File: config.mk
export PLATFORM = sky130hd
export DESIGN_NAME = text_command_decoder
export DESIGN_NICKNAME = d
export VERILOG_FILES = /design/src/hw/rtl/tcd_pkg.sv /design/src/hw/rtl/tcd_in_stage.sv /design/src/hw/rtl/tcd_match.sv /design/src/hw/rtl/tcd_number.sv /design/src/hw/rtl/text_command_decoder.sv
export SDC_FILE = /design/constraint.sdc
export NUM_CORES = 1
export LEC_CHECK = 0
export BUFFER_PORTS_ARGS = -buffer_cell sky130_fd_sc_hd__clkbuf_2
export CAP_MARGIN = 20
export CORE_MARGIN = 2
export CORE_UTILIZATION = 60
export DETAILED_ROUTE_END_ITERATION = 16
export HOLD_SLACK_MARGIN = 0.15
export PLACE_DENSITY = 0.78
export REMOVE_ABC_BUFFERS = 1
export SYNTH_ARGS = -nofsm -noshare
export SYNTH_HDL_FRONTEND = slang
export SYNTH_SLANG_ARGS = --single-unit
File: constraint.sdc
create_clock -name clock -period 6.3 [get_ports clock]
set_input_delay 0.315 -clock clock [delete_from_list [all_inputs] [get_ports clock]]
set_output_delay 0.315 -clock clock [all_outputs]
set_load 0.02 [all_outputs]
File: src/hw/rtl/tcd_pkg.sv
// Shared types, character codes and the command alias table for the text
// command decoder. No dependencies; used by every module of the block.
package tcd_pkg;

   localparam int ALIAS_COUNT   = 23;
   localparam int ALIAS_MAX_LEN = 10;

   typedef logic [3:0]  command_type;
   typedef logic [22:0] alias_mask_type;

   localparam command_type CMD_UNKNOWN   = 4'd0;
   localparam command_type CMD_FORWARD   = 4'd1;
   localparam command_type CMD_REVERSE   = 4'd2;
   localparam command_type CMD_STOP      = 4'd3;
   localparam command_type CMD_LEFT      = 4'd4;
   localparam command_type CMD_RIGHT     = 4'd5;
   localparam command_type CMD_REV_LEFT  = 4'd6;
   localparam command_type CMD_REV_RIGHT = 4'd7;
   localparam command_type CMD_SPIN      = 4'd8;
   localparam command_type CMD_SPIN_CW   = 4'd9;
   localparam command_type CMD_SPIN_CCW  = 4'd10;
   localparam command_type CMD_RANDOM    = 4'd11;
   localparam command_type CMD_LIGHT     = 4'd12;
   localparam command_type CMD_TEMP      = 4'd13;
   localparam command_type CMD_DISTANCE  = 4'd14;
   localparam command_type CMD_SERVO     = 4'd15;

   localparam logic [7:0] CHAR_NUL   = 8'h00;
   localparam logic [7:0] CHAR_TAB   = 8'h09;
   localparam logic [7:0] CHAR_CR    = 8'h0D;
   localparam logic [7:0] CHAR_SPACE = 8'h20;
   localparam logic [7:0] CHAR_PLUS  = 8'h2B;
   localparam logic [7:0] CHAR_MINUS = 8'h2D;
   localparam logic [7:0] CHAR_ZERO  = 8'h30;
   localparam logic [7:0] CHAR_NINE  = 8'h39;
   localparam logic [7:0] CHAR_QUERY = 8'h3F;

   localparam logic [15:0] MAG_LIMIT = 16'd32768;
   localparam logic [15:0] POS_MAX   = 16'd32767;

   // Alias text, right-justified: the first character sits in the highest used byte.
   localparam logic [ALIAS_MAX_LEN*8-1:0] ALIAS_TEXT [ALIAS_COUNT] = '{
      80'("frente"), 80'("fr"),
      80'("re"), 80'({8'h72, 8'hC3, 8'hA9}),
      80'("parar"), 80'("pa"),
      80'("esquerda"), 80'("fe"),
      80'("direita"), 80'("fd"),
      80'("reEsquerda"),
      80'("reDireita"), 80'("rd"),
      80'("girar"),
      80'("girarH"), 80'("gh"),
      80'("girarAH"), 80'("ga"),
      80'("aleatorio"),
      80'("sl"),
      80'("st"),
      80'("sd1"),
      80'("servo")
   };

   localparam logic [3:0] ALIAS_LEN [ALIAS_COUNT] = '{
      4'd6, 4'd2, 4'd2, 4'd3, 4'd5, 4'd2, 4'd8, 4'd2, 4'd7, 4'd2, 4'd10,
      4'd9, 4'd2, 4'd5, 4'd6, 4'd2, 4'd7, 4'd2, 4'd9, 4'd2, 4'd2, 4'd3, 4'd5
   };

   localparam command_type ALIAS_CODE [ALIAS_COUNT] = '{
      CMD_FORWARD, CMD_FORWARD, CMD_REVERSE, CMD_REVERSE, CMD_STOP, CMD_STOP,
      CMD_LEFT, CMD_LEFT, CMD_RIGHT, CMD_RIGHT, CMD_REV_LEFT,
      CMD_REV_RIGHT, CMD_REV_RIGHT, CMD_SPIN, CMD_SPIN_CW, CMD_SPIN_CW,
      CMD_SPIN_CCW, CMD_SPIN_CCW, CMD_RANDOM, CMD_LIGHT, CMD_TEMP,
      CMD_DISTANCE, CMD_SERVO
   };

   typedef enum logic [1:0] {
      PHASE_WORD,
      PHASE_PARAM,
      PHASE_DONE
   } parse_phase_type;

   typedef enum logic [1:0] {
      NUM_SPACE,
      NUM_DIGITS,
      NUM_STOP
   } num_phase_type;

   // Item held in the input register.
   typedef struct packed {
      logic       valid;
      logic [7:0] data;
      logic       last;
   } tcd_item_type;

   // Per-cycle control from the parser to the match and number units.
   typedef struct packed {
      logic fire;
      logic word_byte;
      logic param_byte;
      logic finish;
   } tcd_step_type;

   // Character at position pos of an alias; meaningful only for pos below its length.
   function automatic logic [7:0] alias_byte(input logic [4:0] idx, input logic [3:0] pos);
      logic [3:0] rev;
      rev = ALIAS_LEN[idx] - 4'd1 - pos;
      return ALIAS_TEXT[idx][{rev, 3'b000} +: 8];
   endfunction

   function automatic logic is_digit(input logic [7:0] c);
      return (c >= CHAR_ZERO) && (c <= CHAR_NINE);
   endfunction

endpackage

File: src/hw/rtl/tcd_in_stage.sv
// Input register of the text command decoder: holds one byte item and
// stalls the sender while it cannot drain. Depends on tcd_pkg.
module tcd_in_stage (
   input  logic                clock,
   input  logic                reset,
   input  logic                req_valid,
   output logic                req_stall,
   input  logic [7:0]          req_message_byte,
   input  logic                req_last_byte,
   input  logic                go,
   output tcd_pkg::tcd_item_type item
);

   logic       valid_ff, valid_in;
   logic [7:0] data_ff;
   logic       last_ff;
   logic       take;

   assign req_stall = valid_ff && !go;
   assign take      = req_valid && !req_stall;

   always_comb begin
      if (take) begin
         valid_in = 1'b1;
      end else if (go) begin
         valid_in = 1'b0;
      end else begin
         valid_in = valid_ff;
      end
   end

   always_ff @(posedge clock) begin
      if (reset) begin
         valid_ff <= 1'b0;
      end else begin
         valid_ff <= valid_in;
      end
   end

   always_ff @(posedge clock) begin
      if (take) begin
         data_ff <= req_message_byte;
         last_ff <= req_last_byte;
      end
   end

   assign item.valid = valid_ff;
   assign item.data  = data_ff;
   assign item.last  = last_ff;

endmodule

File: src/hw/rtl/tcd_match.sv
// Incremental alias matcher: narrows the candidate mask one byte at a time
// and resolves the command code on the final byte. Depends on tcd_pkg.
module tcd_match #(
   parameter int POS_BITS = 4
) (
   input  logic                  clock,
   input  logic                  reset,
   input  tcd_pkg::tcd_step_type step,
   input  logic [7:0]            data,
   input  logic [POS_BITS-1:0]   pos,
   input  logic [POS_BITS-1:0]   final_len,
   output tcd_pkg::command_type  command_code
);

   tcd_pkg::alias_mask_type mask_ff, mask_in, keep, mask_upd;

   always_comb begin
      for (int i = 0; i < tcd_pkg::ALIAS_COUNT; i++) begin
         keep[i] = (pos < POS_BITS'(tcd_pkg::ALIAS_LEN[i]))
                   && (data == tcd_pkg::alias_byte(5'(i), pos[3:0]));
      end
   end

   assign mask_upd = step.word_byte ? (mask_ff & keep) : mask_ff;

   always_comb begin
      if (!step.fire) begin
         mask_in = mask_ff;
      end else if (step.finish) begin
         mask_in = '1;
      end else begin
         mask_in = mask_upd;
      end
   end

   always_ff @(posedge clock) begin
      if (reset) begin
         mask_ff <= '1;
      end else begin
         mask_ff <= mask_in;
      end
   end

   // First alias in table order with an exact length match wins.
   always_comb begin
      command_code = tcd_pkg::CMD_UNKNOWN;
      for (int i = tcd_pkg::ALIAS_COUNT - 1; i >= 0; i--) begin
         if (mask_upd[i] && (final_len == POS_BITS'(tcd_pkg::ALIAS_LEN[i]))) begin
            command_code = tcd_pkg::ALIAS_CODE[i];
         end
      end
   end

endmodule

File: src/hw/rtl/tcd_number.sv
// Parameter reader with atoi rules: whitespace, optional sign, decimal
// digits, saturated to 16-bit signed. Depends on tcd_pkg.
module tcd_number (
   input  logic                  clock,
   input  logic                  reset,
   input  tcd_pkg::tcd_step_type step,
   input  logic [7:0]            data,
   output logic signed [15:0]    parameter_value
);

   tcd_pkg::num_phase_type phase_ff, phase_in, phase_upd;
   logic        neg_ff, neg_in, neg_upd;
   logic [15:0] mag_ff, mag_in, mag_upd;
   logic [18:0] mag_sum;
   logic        is_space, is_sign, digit;

   assign digit    = tcd_pkg::is_digit(data);
   assign is_sign  = (data == tcd_pkg::CHAR_PLUS) || (data == tcd_pkg::CHAR_MINUS);
   assign is_space = (data == tcd_pkg::CHAR_SPACE)
                     || ((data >= tcd_pkg::CHAR_TAB) && (data <= tcd_pkg::CHAR_CR));

   // Next state
   always_comb begin
      phase_upd = phase_ff;
      if (step.param_byte) begin
         unique case (phase_ff)
            tcd_pkg::NUM_SPACE: begin
               if (is_space) begin
                  phase_upd = tcd_pkg::NUM_SPACE;
               end else if (is_sign || digit) begin
                  phase_upd = tcd_pkg::NUM_DIGITS;
               end else begin
                  phase_upd = tcd_pkg::NUM_STOP;
               end
            end
            tcd_pkg::NUM_DIGITS: begin
               phase_upd = digit ? tcd_pkg::NUM_DIGITS : tcd_pkg::NUM_STOP;
            end
            tcd_pkg::NUM_STOP: begin
               phase_upd = tcd_pkg::NUM_STOP;
            end
            default: begin
               phase_upd = tcd_pkg::NUM_STOP;
            end
         endcase
      end
      if (!step.fire) begin
         phase_in = phase_ff;
      end else if (step.finish) begin
         phase_in = tcd_pkg::NUM_SPACE;
      end else begin
         phase_in = phase_upd;
      end
   end

   // Accumulator and sign
   assign mag_sum = ({3'b000, mag_ff} << 3) + ({3'b000, mag_ff} << 1)
                    + {11'd0, data - tcd_pkg::CHAR_ZERO};

   always_comb begin
      mag_upd = mag_ff;
      neg_upd = neg_ff;
      if (step.param_byte && (phase_ff == tcd_pkg::NUM_SPACE) && is_sign) begin
         neg_upd = (data == tcd_pkg::CHAR_MINUS);
      end
      if (step.param_byte && digit && (phase_ff != tcd_pkg::NUM_STOP)) begin
         mag_upd = (mag_sum > {3'b000, tcd_pkg::MAG_LIMIT}) ? tcd_pkg::MAG_LIMIT
                                                              : mag_sum[15:0];
      end
      if (!step.fire) begin
         mag_in = mag_ff;
         neg_in = neg_ff;
      end else if (step.finish) begin
         mag_in = '0;
         neg_in = 1'b0;
      end else begin
         mag_in = mag_upd;
         neg_in = neg_upd;
      end
   end

   always_ff @(posedge clock) begin
      if (reset) begin
         phase_ff <= tcd_pkg::NUM_SPACE;
         neg_ff   <= 1'b0;
         mag_ff   <= '0;
      end else begin
         phase_ff <= phase_in;
         neg_ff   <= neg_in;
         mag_ff   <= mag_in;
      end
   end

   always_comb begin
      if (neg_upd) begin
         parameter_value = signed'(16'(~mag_upd + 16'd1));
      end else if (mag_upd > tcd_pkg::POS_MAX) begin
         parameter_value = signed'(tcd_pkg::POS_MAX);
      end else begin
         parameter_value = signed'(mag_upd);
      end
   end

endmodule

File: src/hw/rtl/text_command_decoder.sv
// Text command decoder top level: byte parser, result register and the assertions
// on parser and stall state. Depends on tcd_pkg, tcd_in_stage, tcd_match, tcd_number.
//
// Usage:
//   req_ channel carries one message byte per item; req_last_byte marks the
//   end of a message. Only the final byte produces a rsp_ item: command code
//   (0 when no alias matches), signed parameter after '?', and whether a
//   '?' followed a non-empty command word. Bytes beyond MESSAGE_BYTES are
//   ignored but still end the message when flagged last.
// Timing:
//   A byte passes an input register and then the combinational matching
//   logic into the result register, which offers the result of a last byte
//   on rsp_. One byte per cycle is taken unless a last byte waits behind a
//   stalled result; the matcher and number reader each update once per byte.
// Stall and reset:
//   A waiting result does not block bytes that are not last; only a last
//   byte behind a stalled result stops the input. Reset clears the parser
//   to the start of a message and drops any pending item.
module text_command_decoder #(
   parameter int MESSAGE_BYTES = 15
) (
   input  logic               clock,
   input  logic               reset,
   input  logic               req_valid,
   output logic               req_stall,
   input  logic [7:0]         req_message_byte,
   input  logic               req_last_byte,
   output logic               rsp_valid,
   input  logic               rsp_stall,
   output logic [3:0]         rsp_command_code,
   output logic signed [15:0] rsp_parameter_value,
   output logic               rsp_has_parameter
);

   localparam int POS_BITS = $clog2(MESSAGE_BYTES + 1);

   tcd_pkg::tcd_item_type    item;
   tcd_pkg::tcd_step_type    step;
   tcd_pkg::parse_phase_type phase_ff, phase_in, phase_upd;
   logic [POS_BITS-1:0] pos_ff, pos_in, pos_upd;
   logic [POS_BITS-1:0] word_len_ff, word_len_in, word_len_upd, final_len;
   logic                sep_ff, sep_in, sep_upd;
   logic                go, in_window, is_query, is_nul, word_end;
   tcd_pkg::command_type    code;
   logic signed [15:0]      value;

   logic                    rsp_valid_ff, rsp_valid_in;
   tcd_pkg::command_type    rsp_code_ff;
   logic signed [15:0]      rsp_value_ff;
   logic                    rsp_has_ff;

   assign go = item.valid && (!item.last || !rsp_valid_ff || !rsp_stall);

   tcd_in_stage u_in_stage (
      .clock            (clock),
      .reset            (reset),
      .req_valid        (req_valid),
      .req_stall        (req_stall),
      .req_message_byte (req_message_byte),
      .req_last_byte    (req_last_byte),
      .go               (go),
      .item             (item)
   );

   assign in_window = pos_ff < POS_BITS'(MESSAGE_BYTES);
   assign is_query  = item.data == tcd_pkg::CHAR_QUERY;
   assign is_nul    = item.data == tcd_pkg::CHAR_NUL;
   assign word_end  = in_window && (phase_ff == tcd_pkg::PHASE_WORD) && (is_query || is_nul);

   // Next state
   always_comb begin
      phase_upd = phase_ff;
      if (in_window) begin
         unique case (phase_ff)
            tcd_pkg::PHASE_WORD: begin
               if (is_query) begin
                  phase_upd = (pos_ff != '0) ? tcd_pkg::PHASE_PARAM : tcd_pkg::PHASE_DONE;
               end else if (is_nul) begin
                  phase_upd = tcd_pkg::PHASE_DONE;
               end
            end
            tcd_pkg::PHASE_PARAM: begin
               if (is_nul) begin
                  phase_upd = tcd_pkg::PHASE_DONE;
               end
            end
            tcd_pkg::PHASE_DONE: begin
               phase_upd = tcd_pkg::PHASE_DONE;
            end
            default: begin
               phase_upd = tcd_pkg::PHASE_DONE;
            end
         endcase
      end
      if (!go) begin
         phase_in = phase_ff;
      end else if (item.last) begin
         phase_in = tcd_pkg::PHASE_WORD;
      end else begin
         phase_in = phase_upd;
      end
   end

   // Outputs to the match and number units
   always_comb begin
      step.fire       = go;
      step.finish     = go && item.last;
      step.word_byte  = go && in_window && (phase_ff == tcd_pkg::PHASE_WORD)
                        && !is_query && !is_nul;
      step.param_byte = go && in_window && (phase_ff == tcd_pkg::PHASE_PARAM) && !is_nul;
   end

   always_comb begin
      pos_upd      = in_window ? (pos_ff + 1'b1) : pos_ff;
      word_len_upd = word_end ? pos_ff : word_len_ff;
      sep_upd      = sep_ff || (word_end && is_query && (pos_ff != '0));
      // An open word ends at the current position.
      final_len    = (phase_upd == tcd_pkg::PHASE_WORD) ? pos_upd : word_len_upd;
      if (!go) begin
         pos_in      = pos_ff;
         word_len_in = word_len_ff;
         sep_in      = sep_ff;
      end else if (item.last) begin
         pos_in      = '0;
         word_len_in = '0;
         sep_in      = 1'b0;
      end else begin
         pos_in      = pos_upd;
         word_len_in = word_len_upd;
         sep_in      = sep_upd;
      end
   end

   always_ff @(posedge clock) begin
      if (reset) begin
         phase_ff    <= tcd_pkg::PHASE_WORD;
         pos_ff      <= '0;
         word_len_ff <= '0;
         sep_ff      <= 1'b0;
      end else begin
         phase_ff    <= phase_in;
         pos_ff      <= pos_in;
         word_len_ff <= word_len_in;
         sep_ff      <= sep_in;
      end
   end

   tcd_match #(
      .POS_BITS (POS_BITS)
   ) u_match (
      .clock        (clock),
      .reset        (reset),
      .step         (step),
      .data         (item.data),
      .pos          (pos_ff),
      .final_len    (final_len),
      .command_code (code)
   );

   tcd_number u_number (
      .clock           (clock),
      .reset           (reset),
      .step            (step),
      .data            (item.data),
      .parameter_value (value)
   );

   // Result register: load on the last byte, hold while stalled.
   assign rsp_valid_in = step.finish || (rsp_valid_ff && rsp_stall);

   always_ff @(posedge clock) begin
      if (reset) begin
         rsp_valid_ff <= 1'b0;
      end else begin
         rsp_valid_ff <= rsp_valid_in;
      end
   end

   always_ff @(posedge clock) begin
      if (step.finish) begin
         rsp_code_ff  <= code;
         rsp_value_ff <= value;
         rsp_has_ff   <= sep_upd;
      end
   end

   assign rsp_valid           = rsp_valid_ff;
   assign rsp_command_code    = rsp_code_ff;
   assign rsp_parameter_value = rsp_value_ff;
   assign rsp_has_parameter   = rsp_has_ff;

`ifndef SYNTHESIS
   a_restart: assert property (@(posedge clock) disable iff (reset)
      step.finish |=> (pos_ff == '0 && !sep_ff && phase_ff == tcd_pkg::PHASE_WORD))
      else $error("parser did not return to message start after last byte");

   a_pos_bound: assert property (@(posedge clock) disable iff (reset)
      pos_ff <= POS_BITS'(MESSAGE_BYTES))
      else $error("byte position past message window");

   a_sep_word: assert property (@(posedge clock) disable iff (reset)
      sep_ff |-> (word_len_ff != '0))
      else $error("separator seen with empty command word");

   a_param_sep: assert property (@(posedge clock) disable iff (reset)
      (phase_ff == tcd_pkg::PHASE_PARAM) |-> sep_ff)
      else $error("parameter phase without separator");

   a_stall_full: assert property (@(posedge clock) disable iff (reset)
      req_stall |-> (item.valid && item.last && rsp_valid_ff))
      else $error("input stalled without a blocked last byte");
`endif

endmodule

==> flow_summary.json <==
{
  "worstPathMaxFanout": 10,
  "required_ns": 6.40,
  "r2r_slack_ns": 0.78,
  "drv_cap": 0,
  "drive_gt1_frac": 0.103,
  "route.detailed.drc": 0,
  "critPathLaunch": "u_in_stage.data_ff[5]",
  "drt_iter0_markers": 1103,
  "r2r_cells": 18,
  "r2r_end": "rsp_parameter_value[10]",
  "fp.coreArea_mm2": 0.0144,
  "multi_input_area_mm2": 0.00622,
  "rsz0062_at_grt": "no",
  "tightest_slew_ns": 1.07,
  "r2r_start": "u_in_stage.data_ff[5]",
  "h-tree-depth": 3,
  "setup_violations": 0,
  "crit_end": "rsp_parameter_value[10]",
  "die_w_um": 125,
  "netlist_instances": 1147,
  "power_mw": 1.40,
  "start_kind": "register",
  "post-route-period-util": 0.877,
  "status": "complete, no violations",
  "port_buffers": 35,
  "num_io_pins": 36,
  "rows": 44,
  "synth_largest_area_cell": "dfxtp_1",
  "track_usage": 0.358,
  "antenna_cells": 0,
  "ys_seq_area_frac": 0.228,
  "relSlewSlack": 0.288,
  "fillers": 1337,
  "fin_ws_ns": 0.777,
  "clock_sinks": 85,
  "cts_buffers": 9,
  "p_leak_nw": 3.64,
  "final_max_slew_viol_count": 0,
  "postRouteAntennaNets": 0,
  "globalplace.congestion": 0.985,
  "synth_edf_count": 30,
  "grt_pass1_wl_um": 45400,
  "async_flop_share": 0,
  "min_period_ns": 5.52,
  "dieArea_mm2": 0.0156,
  "wl_um": 28000,
  "synth_warnings": 0,
  "synth_area_leaders": "dfxtp_1, edfxtp_1, ha_1, nor2_1, a21oi_1",
  "post_cts_resized": 0,
  "seq_area_mm2": 0.00200,
  "antenna_found_initial": 0,
  "clk_pin_slew_worst_paths_ns": 0.07,
  "overflow": 0,
  "fp.dieH_um": 125,
  "p_per_area_mw_per_mm2": 150,
  "synthFlopType": "dfxtp_1",
  "vias_per_cell": 6.95,
  "hpwl_um": 19800,
  "end_kind": "register",
  "vdd_drop_max_uv": 185,
  "max-clock-path-buffers": 2,
  "nets": 1203,
  "syn_area_mm2": 0.00876,
  "finalSetupTns_ns": 0,
  "synth_cell_types": 100,
  "dp_worst_setup_slack_ns": 0.890,
  "grt_pass1_vias": 8399,
  "cp.arrival_ns": 5.62,
  "fin_worst_skew_ns": 0.0145,
  "insertion_delay_ns": 0.36,
  "path_class": "register to register",
  "cts-root-buf": "clkbuf_16",
  "wl_per_cell_um": 21.2,
  "start_util": 0.608,
  "ys_seq_elements": 85,
  "dr.pass1.iters": 7,
  "fmax_ghz": 0.181,
  "syn_area_per_cell_um2": 7.64,
  "finalHoldViolations": 0,
  "area_growth_pct": 6.27,
  "vias": 9213,
  "synth_top_area_frac": 0.126,
  "cts_tree": "built",
  "hold_class": "input pin to register",
  "grt_start_max_net_pins": 39
}
[stage by stage]
step	util	hold WS (ns)	cell area [um2]	cells
floorplan	-	0.384	8400	1064
global placement	0.621	0.441	8950	1303
detailed placement	0.621	0.452	8950	1303
CTS	0.646	0.180	9310	1325
global route	0.646	0.187	9310	1325
finish	0.646	0.187	9310	1325
[flip-flops by register name, indices dropped and copies added (netlist names)]
signal               flops
u_in_stage.data_ff       8
word_len_ff              4
rsp_parameter_value     16
pos_ff                   4
phase_ff                 2
rsp_valid                1
rsp_has_parameter        1
u_match.mask_ff         23
u_in_stage.valid_ff      1
u_number.phase_ff        2
rsp_command_code         4
u_number.neg_ff          1
sep_ff                   1
u_in_stage.last_ff       1
u_number.mag_ff         16
[final cells by class]
| class | instances | area share |
|---|---|---|
| multi-input cells | 932 | 0.668 |
| flip-flops and latches | 85 | 0.215 |
| repair buffers | 61 | 0.0414 |
| well taps | 184 | 0.0247 |
| clock buffers | 9 | 0.0242 |
| inverters | 47 | 0.0189 |
| clock inverters | 7 | 0.00806 |
[cells in the final DEF, fill, tap and decap left out, drive strengths merged, types with 8 or more instances in the layout]
cell | synthesis | layout
a211oi | 16 | 16
a21o | 9 | 9
a21oi | 84 | 84
a22o | 8 | 8
a22oi | 29 | 29
a31oi | 16 | 16
buf | 24 | 20
clkbuf | 58 | 44
dfxtp | 55 | 55
edfxtp | 30 | 30
ha | 48 | 48
inv | 46 | 50
mux2i | 17 | 17
nand2 | 82 | 82
nand2b | 25 | 25
nand3 | 33 | 33
nand3b | 9 | 9
nand4 | 16 | 16
nor2 | 119 | 119
nor2b | 13 | 13
nor3 | 45 | 45
nor4 | 20 | 20
o211ai | 11 | 11
o21a | 13 | 13
o21ai | 75 | 75
o22ai | 12 | 12
o31ai | 12 | 12
or2 | 10 | 10
or3 | 18 | 18
xnor2 | 38 | 38
xor2 | 20 | 20
[layer usage]
metal | GRT usage | routed length, um | share of wire
met4 | 0.108 | 678 | 0.024
met1 | 0.535 | 12000 | 0.43
met2 | 0.519 | 11900 | 0.43
met5 | 0 | 0 | 0
met3 | 0.0735 | 3460 | 0.12
[where the power goes]
group	leakage, nW	internal [mW]	switching, mW
Sequential	0.726	0.582	0.0122
Clock	0.145	0.281	0.262
Combinational	2.77	0.0880	0.169
[cell families after synthesis]
logic type,count (synthesis),share of synthesized area
buffers and inverters,130,0.0620
multiplexers,22,0.0258
adder cells (fa/ha/maj),54,0.0822
AND/OR/NAND/NOR,433,0.256
AO/OA/AOI/OAI,365,0.287
XOR/XNOR,58,0.0580
flip-flops,85,0.228
[critical path: stages, from the launching register on]
cell	delay, ns
edfxtp_1	0.50
ha_1	0.28
xor2_1	0.16
fa_1	0.48
inv_1	0.04
ha_1	0.34
a21oi_1	0.25
o21ai_2	0.12
xor2_1	0.19
or4_4	0.60
nor4_4	0.38
a41oi_4	0.25
nor2_2	0.44
a22oi_1	0.18
ha_1	0.33
a21boi_0	0.20
o31a_2	0.25
xor2_1	0.17
o21ai_0	0.09
[worst min-delay path by stage]
stage	start	endpoint	slack [ns]	cells past startpoint
6_report	req_valid	u_in_stage.valid_ff	0.19	3
5_1_grt	req_message_byte[4]	u_in_stage.data_ff[4]	0.19	1
4_1_cts	req_valid	u_in_stage.valid_ff	0.18	3
3_5_place_dp	u_match.mask_ff[20]	u_match.mask_ff[20]	0.45	1
3_3_place_gp	u_match.mask_ff[7]	u_match.mask_ff[7]	0.44	2
2_1_floorplan	reset	rsp_valid	0.38	1
[synthesized netlist by cell type (15+ instances only)]
| master | number |
|---|---|
| nor4_1 | 19 |
| mux2i_1 | 17 |
| clkbuf_1 | 56 |
| nor3_1 | 44 |
| xnor2_1 | 38 |
| edfxtp_1 | 30 |
| nand2_1 | 82 |
| dfxtp_1 | 55 |
| nand3_1 | 33 |
| inv_1 | 45 |
| nor2_1 | 118 |
| o21ai_0 | 74 |
| a21oi_1 | 82 |
| xor2_1 | 20 |
| or3_1 | 15 |
| nand2b_1 | 25 |
| ha_1 | 48 |
| a22oi_1 | 29 |
| nand4_1 | 15 |
[what timing repair did]
action                     in CTS  in global routing
hold endpoints to repair        6                  0
buffers inserted                0                  0
setup endpoints to repair       0                  0
hold buffers                    6                  0
Power figures use the tool's default switching activity.
